File: src/rtl/pasm_pkg.sv
`timescale 1ns / 1ps
// ----------------------------------------------------------------------------
// pasm_pkg
// Shared sizes, request codes and pipeline types of the polynomial
// add / subtract / multiply unit.
// ----------------------------------------------------------------------------
package pasm_pkg;

  localparam int MAX_TERMS  = 16;
  localparam int COEF_WIDTH = 32;
  localparam int ACC_TERMS  = 2 * MAX_TERMS - 1;

  localparam int IDX_W = $clog2(MAX_TERMS);
  localparam int CNT_W = $clog2(MAX_TERMS + 1);
  localparam int LEN_W = $clog2(ACC_TERMS + 1);
  localparam int POW_W = 5;

  localparam logic [1:0] REQ_LOAD_A = 2'd0;
  localparam logic [1:0] REQ_LOAD_B = 2'd1;
  localparam logic [1:0] REQ_START  = 2'd2;

  localparam logic [1:0] OP_ADD = 2'd0;
  localparam logic [1:0] OP_SUB = 2'd1;

  typedef struct packed {
    logic is_mul;
    logic is_sub;
  } op_ctl_t;

  typedef struct packed {
    logic valid;
    logic use_a;
    logic use_b;
    logic first;
  } term_tag_t;

endpackage

File: src/rtl/pasm_mac.sv
`timescale 1ns / 1ps
// ----------------------------------------------------------------------------
// pasm_mac
// Term pipeline: masks the operands read from the stores, forms a sum,
// difference or product, and accumulates the terms of one coefficient.
// ----------------------------------------------------------------------------
module pasm_mac (
  input  logic                                clk,
  input  logic                                rst,
  input  pasm_pkg::op_ctl_t                   op,
  input  pasm_pkg::term_tag_t                 issue_tag,
  input  logic [pasm_pkg::COEF_WIDTH-1:0]     rd_a,
  input  logic [pasm_pkg::COEF_WIDTH-1:0]     rd_b,
  output logic [pasm_pkg::COEF_WIDTH-1:0]     acc,
  output logic                                busy
);
  import pasm_pkg::*;

  term_tag_t             tag_rd;
  term_tag_t             tag_term;
  logic [COEF_WIDTH-1:0] opa;
  logic [COEF_WIDTH-1:0] opb;
  logic [COEF_WIDTH-1:0] term;

  // missing coefficients of the shorter operand read as zero
  assign opa  = tag_rd.use_a ? rd_a : '0;
  assign opb  = tag_rd.use_b ? rd_b : '0;
  assign busy = tag_rd.valid | tag_term.valid;

  always_ff @(posedge clk) begin
    if (rst) begin
      tag_rd   <= '0;
      tag_term <= '0;
    end else begin
      tag_rd   <= issue_tag;
      tag_term <= tag_rd;
    end
  end

  always_ff @(posedge clk) begin
    if (op.is_mul) begin
      term <= opa * opb;
    end else if (op.is_sub) begin
      term <= opa - opb;
    end else begin
      term <= opa + opb;
    end
    if (tag_term.valid) begin
      acc <= tag_term.first ? term : acc + term;
    end
  end

endmodule

File: src/rtl/polynomial_add_sub_multiply_unit.sv
`timescale 1ns / 1ps
// ----------------------------------------------------------------------------
// polynomial_add_sub_multiply_unit
// Two coefficient stores and a term sequencer for polynomial add, subtract
// and multiply.
// ----------------------------------------------------------------------------
// Load items are accepted back to back while the unit is idle; each appends a
// coefficient to one of two 16-entry stores, and loads into a full store are
// dropped. A start item stalls the request channel until its whole result
// has been handed to the output register. Every result coefficient is built
// by a sequencer that reads one term per cycle from the two store memories
// through a three-stage read / combine / accumulate pipeline. Add and
// subtract have one term per coefficient; multiply has one term for each pair
// of operand coefficients whose powers add up to the result power. Both
// stores are empty after every start; a start with nothing to emit returns
// to idle at once.
// ----------------------------------------------------------------------------
module polynomial_add_sub_multiply_unit (
  input  logic                                   clk,
  input  logic                                   rst,
  input  logic                                   req_valid,
  output logic                                   req_stall,
  input  logic [1:0]                             req_type,
  input  logic signed [pasm_pkg::COEF_WIDTH-1:0] coef_value,
  input  logic [1:0]                             op_select,
  output logic                                   res_valid,
  input  logic                                   res_stall,
  output logic signed [pasm_pkg::COEF_WIDTH-1:0] result_coef,
  output logic [pasm_pkg::POW_W-1:0]             result_power,
  output logic                                   last_flag
);
  import pasm_pkg::*;

  typedef enum logic [2:0] {
    ST_IDLE   = 3'b001,
    ST_ISSUE  = 3'b010,
    ST_FINISH = 3'b100
  } state_t;

  state_t                state;
  logic [CNT_W-1:0]      first_count;
  logic [CNT_W-1:0]      second_count;
  logic [CNT_W-1:0]      na;
  logic [CNT_W-1:0]      nb;
  op_ctl_t               op;
  op_ctl_t               start_op;
  logic [LEN_W-1:0]      len;
  logic [LEN_W-1:0]      start_len;
  logic [CNT_W:0]        sum_len;
  logic [LEN_W-1:0]      k;
  logic [LEN_W-1:0]      k_next;
  logic [LEN_W-1:0]      ti;
  logic [LEN_W-1:0]      ti_hi;
  logic [LEN_W-1:0]      kb;
  logic                  first_q;
  logic [COEF_WIDTH-1:0] first_mem  [MAX_TERMS];
  logic [COEF_WIDTH-1:0] second_mem [MAX_TERMS];
  logic [COEF_WIDTH-1:0] rd_a;
  logic [COEF_WIDTH-1:0] rd_b;
  logic [IDX_W-1:0]      addr_a;
  logic [IDX_W-1:0]      addr_b;
  term_tag_t             issue_tag;
  logic [COEF_WIDTH-1:0] acc;
  logic                  busy;
  logic                  req_take;
  logic                  res_free;
  logic                  res_push;
  logic                  is_last;

  // lowest first-operand index contributing to coefficient kk
  function automatic logic [LEN_W-1:0] term_lo(input logic [LEN_W-1:0] kk,
                                               input logic [CNT_W-1:0] n2,
                                               input logic mul);
    logic [LEN_W-1:0] n2w;
    n2w = LEN_W'(n2);
    if (!mul) return kk;
    if (kk >= n2w) return kk - n2w + LEN_W'(1);
    return '0;
  endfunction

  // highest first-operand index contributing to coefficient kk
  function automatic logic [LEN_W-1:0] term_hi(input logic [LEN_W-1:0] kk,
                                               input logic [CNT_W-1:0] n1,
                                               input logic mul);
    logic [LEN_W-1:0] n1w;
    n1w = LEN_W'(n1);
    if (!mul) return kk;
    if (kk < n1w) return kk;
    return n1w - LEN_W'(1);
  endfunction

  assign req_stall = (state != ST_IDLE);
  assign req_take  = req_valid && !req_stall;
  assign res_free  = !res_valid || !res_stall;
  assign res_push  = (state == ST_FINISH) && !busy && res_free;
  assign is_last   = (k == len - LEN_W'(1));
  assign k_next    = k + LEN_W'(1);

  always_comb begin
    start_op.is_mul = (op_select != OP_ADD) && (op_select != OP_SUB);
    start_op.is_sub = (op_select == OP_SUB);
    sum_len = {1'b0, first_count} + {1'b0, second_count} - (CNT_W + 1)'(1);
    if (start_op.is_mul) begin
      start_len = (first_count != '0 && second_count != '0) ? LEN_W'(sum_len) : '0;
    end else begin
      start_len = (first_count > second_count) ? LEN_W'(first_count)
                                               : LEN_W'(second_count);
    end
  end

  always_comb begin
    kb              = op.is_mul ? k - ti : ti;
    addr_a          = ti[IDX_W-1:0];
    addr_b          = kb[IDX_W-1:0];
    issue_tag.valid = (state == ST_ISSUE);
    issue_tag.use_a = op.is_mul || (ti < LEN_W'(na));
    issue_tag.use_b = op.is_mul || (ti < LEN_W'(nb));
    issue_tag.first = first_q;
  end

  // coefficient stores: append on load, one registered read port each
  always_ff @(posedge clk) begin
    if (req_take && req_type == REQ_LOAD_A && first_count < CNT_W'(MAX_TERMS)) begin
      first_mem[first_count[IDX_W-1:0]] <= coef_value;
    end
    if (req_take && req_type == REQ_LOAD_B && second_count < CNT_W'(MAX_TERMS)) begin
      second_mem[second_count[IDX_W-1:0]] <= coef_value;
    end
    rd_a <= first_mem[addr_a];
    rd_b <= second_mem[addr_b];
  end

  always_ff @(posedge clk) begin
    if (rst) begin
      state        <= ST_IDLE;
      first_count  <= '0;
      second_count <= '0;
      res_valid    <= 1'b0;
      first_q      <= 1'b0;
    end else begin
      // drop the output slot after its transfer unless a new one refills it
      if (res_valid && !res_stall && !res_push) begin
        res_valid <= 1'b0;
      end
      unique case (state)
        ST_IDLE: begin
          if (req_take) begin
            priority case (req_type)
              REQ_LOAD_A: begin
                if (first_count < CNT_W'(MAX_TERMS)) first_count <= first_count + CNT_W'(1);
              end
              REQ_LOAD_B: begin
                if (second_count < CNT_W'(MAX_TERMS)) second_count <= second_count + CNT_W'(1);
              end
              REQ_START: begin
                na           <= first_count;
                nb           <= second_count;
                op           <= start_op;
                len          <= start_len;
                k            <= '0;
                ti           <= '0;
                ti_hi        <= '0;
                first_q      <= 1'b1;
                first_count  <= '0;
                second_count <= '0;
                state        <= (start_len != '0) ? ST_ISSUE : ST_IDLE;
              end
              default: ;
            endcase
          end
        end
        ST_ISSUE: begin
          first_q <= 1'b0;
          if (ti == ti_hi) begin
            state <= ST_FINISH;
          end else begin
            ti <= ti + LEN_W'(1);
          end
        end
        ST_FINISH: begin
          // hold until the pipeline has drained and the output slot is free
          if (res_push) begin
            res_valid    <= 1'b1;
            result_coef  <= acc;
            result_power <= POW_W'(k);
            last_flag    <= is_last;
            if (is_last) begin
              state <= ST_IDLE;
            end else begin
              k       <= k_next;
              ti      <= term_lo(k_next, nb, op.is_mul);
              ti_hi   <= term_hi(k_next, na, op.is_mul);
              first_q <= 1'b1;
              state   <= ST_ISSUE;
            end
          end
        end
        default: state <= ST_IDLE;
      endcase
    end
  end

  pasm_mac u_mac (
    .clk       (clk),
    .rst       (rst),
    .op        (op),
    .issue_tag (issue_tag),
    .rd_a      (rd_a),
    .rd_b      (rd_b),
    .acc       (acc),
    .busy      (busy)
  );

endmodule

File: config.mk
export PLATFORM = sky130hd
export DESIGN_NAME = polynomial_add_sub_multiply_unit
export DESIGN_NICKNAME = d
export VERILOG_FILES = /design/src/rtl/pasm_pkg.sv /design/src/rtl/pasm_mac.sv /design/src/rtl/polynomial_add_sub_multiply_unit.sv
export SDC_FILE = /design/constraint.sdc
export NUM_CORES = 2
export LEC_CHECK = 0
export BUFFER_PORTS_ARGS = -buffer_cell sky130_fd_sc_hd__buf_2
export CORE_MARGIN = 4
export CORE_UTILIZATION = 50
export DETAILED_ROUTE_END_ITERATION = 7
export HOLD_SLACK_MARGIN = 0.05
export PLACE_DENSITY = 0.67
export SLEW_MARGIN = 15
export SYNTH_ARGS = -nofsm -noshare
export SYNTH_HDL_FRONTEND = slang
export SYNTH_SLANG_ARGS = --single-unit
File: constraint.sdc
create_clock -name clk -period 19 [get_ports clk]
set_input_delay 0.95 -clock clk [delete_from_list [all_inputs] [get_ports clk]]
set_output_delay 0.95 -clock clk [all_outputs]
set_load 0.05 [all_outputs]
==> out/metrics.cfg <==
[clock_network]
root_buffer = clkbuf_16
cts_resized = 0
cts_tree = done
cts_buffers = 131
hold_buffers = 0
postCtsSetupRepairBufs = 0
cts.sinks = 1243
cts_buffer_depth = 3
insertion_delay_ps = 760
cts.reportedPaths.clkPinSlew_ps = 70
htreeDepth = 4

[final_layout]
utilization_pct = 55.8
final_cell_mix = 1126 x edfxtp_1, 740 x nand2_1, 455 x inv_1, 414 x fa_1, 403 x nor2_1
final_common_cell = edfxtp_1
multi_input_area_mm2 = 0.0280
final_nets = 5836
final_layout_size_suffix_gt1_share_pct = 11.6
areaGrowthSynthToFinish_pct = 10.5
fillCellCount = 10700
regArea_mm2 = 0.0362

[min_path]
hold_path_class = register to register
hold_depth = 1
min_to = u_mac.tag_term[0]
hold_start = u_mac.tag_rd[0]

[synthesis]
avgSynthCellArea_um2 = 13.1
synth.yosys.seq_area_share_pct = 54.3
synth_xor_area_share_pct = 2.43
synth_ff_type = edfxtp_1
synthSimpleGateAreaFrac_pct = 10.1
synth_area_mm2 = 0.0666
async_reset_ff_share_pct = 0
ys_types = 82
muxShareOfSynthArea_pct = 6.77
synth_top_family_by_area = adder cells
synth_compound_area_share_pct = 5.42
synthAdderAreaFrac_pct = 16.9
synth.net_count = 5791
ys.warnings.count = 0
ys_ff_latch = 1243
synth-edff-count = 1126
syn_inst = 5101

[setup_path]
crit_type = register to register
worst_r2r_endpoint = u_mac.term[29]
cp.arrival_ps = 9460
timing.rr.start = u_mac.tag_rd[1]
r2r_slack_ps = 10150
start_kind = register
crit_fanout = 54
critPathCaptureType = register
r2r_cells = 23
required_ps = 19610

[sta]
setup_viol = 0
slew_headroom_pct = 17.4
fin_ws_ps = 10150
hold_viol = 0
slew_viol_final = 0
min_period_ps = 8850
fmax_mhz = 113
finClkSkew_ps = 39.0
period_share_pct = 46.6
rsz0062_at_grt = false
worstMarginPinSlew_ps = 1240
setup_tns_ps = 0

[floorplan]
die_y_um = 373
start_util_pct = 50.5
ioPinCount = 80
placementRows = 133
die_w_um = 373
core_area_mm2 = 0.132
die_area_mm2 = 0.139

[routing]
drtIter0Drc = 4049
route.detailed.drc = 0
num_vias = 41200
detail_route.wl_per_cell_um = 25.0
drtAntennaViolNets = 0
drt_pass1_iterations = 6
via_per_inst = 5.88
routed_wl_um = 175000

[power]
p_leak_nw = 27.5
ir_drop_v = 0.000192
p_per_area_mw_per_mm2 = 147
p_total_mw = 10.8

[grt]
grt_use_total_pct = 25.1
grt_max_degree = 157
gr-usage-met3_pct = 3.82
grt.met2_usage_pct = 40.9
busiest_layer = met2
gr-total-overflow = 0
antenna_found_initial = 7
grt_pass1_vias = 41600
grt_pass1_wl_um = 264000
grt_util_met1_pct = 34.6

[placement]
hpwl_um = 114000
io_buffer_count = 79
place_ws_ps = 10280
gp_congestion = 1.00

[outcome]
outcome = finished, final reports clean

[run]
maxCapViolCount = 0

-- synth_stat cells (11+ instances only) --
cell      number  area (µm²)
xor2_1        62         543
nand3_1      164         821
clkbuf_1     180         676
buf_1         37         139
a21o_1        45         338
nor3_1        33         165
nor2b_1       15        93.8
inv_1        455        1710
edfxtp_1    1126       33800
mux2i_1       18         180
nand2_2       11        68.8
and2_1        35         219
clkinv_1      16        60.1
o21a_1        16         120
o211ai_1      11        82.6
fa_1         414        8290
dfxtp_1      117        2340
nor2_1       428        1610
a21oi_1      139         696
xnor2_1      107         937
nand2_1      740        2780
a211oi_1      18         135
a31oi_1       53         332
ha_1         236        2950
a311oi_1      82         718
mux4_2       190        4280
buf_2         15        75.1
nand4_1       14        87.6
o31ai_1       15         113
o21ai_0       87         435
and3_1        59         369
nand2b_1      20         125
-- routing by layer --
metal / up-vias / share of wire [%]
met1: 21000 / 40
met2: 1741 / 48
li1: 18100 / -
met4: 4 / 4.0
met3: 339 / 7.4
met5: - / 0.011
-- registers in the layout, summed over array words and instances, names as in the netlist, 32 cells and up --
name         count
first_mem      512
second_mem     512
rd_a            32
rd_b            32
result_coef     32
u_mac.acc       32
u_mac.term      32
-- critical path, cell delays in order (launching register included) --
cell	delay [ps]
dfxtp_4	680
buf_4	580
and2_1	430
nand2_1	140
fa_1	570
inv_1	50
fa_1	480
inv_1	50
fa_1	490
fa_1	550
inv_1	50
fa_1	500
fa_1	650
fa_1	470
fa_1	500
ha_1	400
and3_1	200
a31oi_1	170
o211ai_1	110
a31oi_1	610
o21ai_0	290
or3_1	360
a31oi_1	190
o211ai_1	110
-- how the worst max path moves through the flow --
| stage | cells after the start | end | startpoint |
|---|---|---|---|
| after global placement | 26 | u_mac.term[29] | u_mac.tag_rd[1] |
| after detailed placement | 23 | u_mac.term[29] | u_mac.tag_rd[1] |
| after global routing | 23 | u_mac.term[29] | u_mac.tag_rd[1] |
| final | 23 | u_mac.term[29] | u_mac.tag_rd[1] |
| after floorplan | 27 | u_mac.term[29] | u_mac.tag_rd[1] |
| after CTS | 23 | u_mac.term[29] | u_mac.tag_rd[1] |
-- metrics by stage --
| step | area [µm²] | hold slack [ps] | instances |
|---|---|---|---|
| floorplan | 66600 | 406 | 5101 |
| global placement | 69100 | 423 | 6768 |
| finish | 73500 | 443 | 7013 |
| CTS | 73500 | 432 | 7010 |
| detailed placement | 69100 | 434 | 6768 |
| global route | 73500 | 464 | 7010 |
-- layout make-up --
class	count	area share (%)
diodes	3	0.0102
multi-input cells	3146	38.1
inverters	474	2.42
flip-flops and latches	1243	49.2
clock inverters	69	1.15
clock buffers	173	4.85
repair buffers	150	1.31
well taps	1755	2.99
-- power by group --
group          leakage [nW]  switching [mW]  internal [mW]  total (mW)
sequential             11.1           0.178           3.14        3.32
clock                  2.14            1.07           1.52        2.59
combinational          14.2            3.07           1.87        4.94
total                  27.5            4.31           6.53        10.8
-- kinds of logic (layout without fill, tap and decap cells) --
logic type      after synthesis  after routing
other cells                   0              3
xor+xnor                    175            175
mux                         212            212
flops                      1243           1243
compound gates              539            539
simple gates               1570           1570
buf+inv                     712            866
fa+ha+maj                   650            650
No activity file was read; power rests on OpenSTA's default activity.
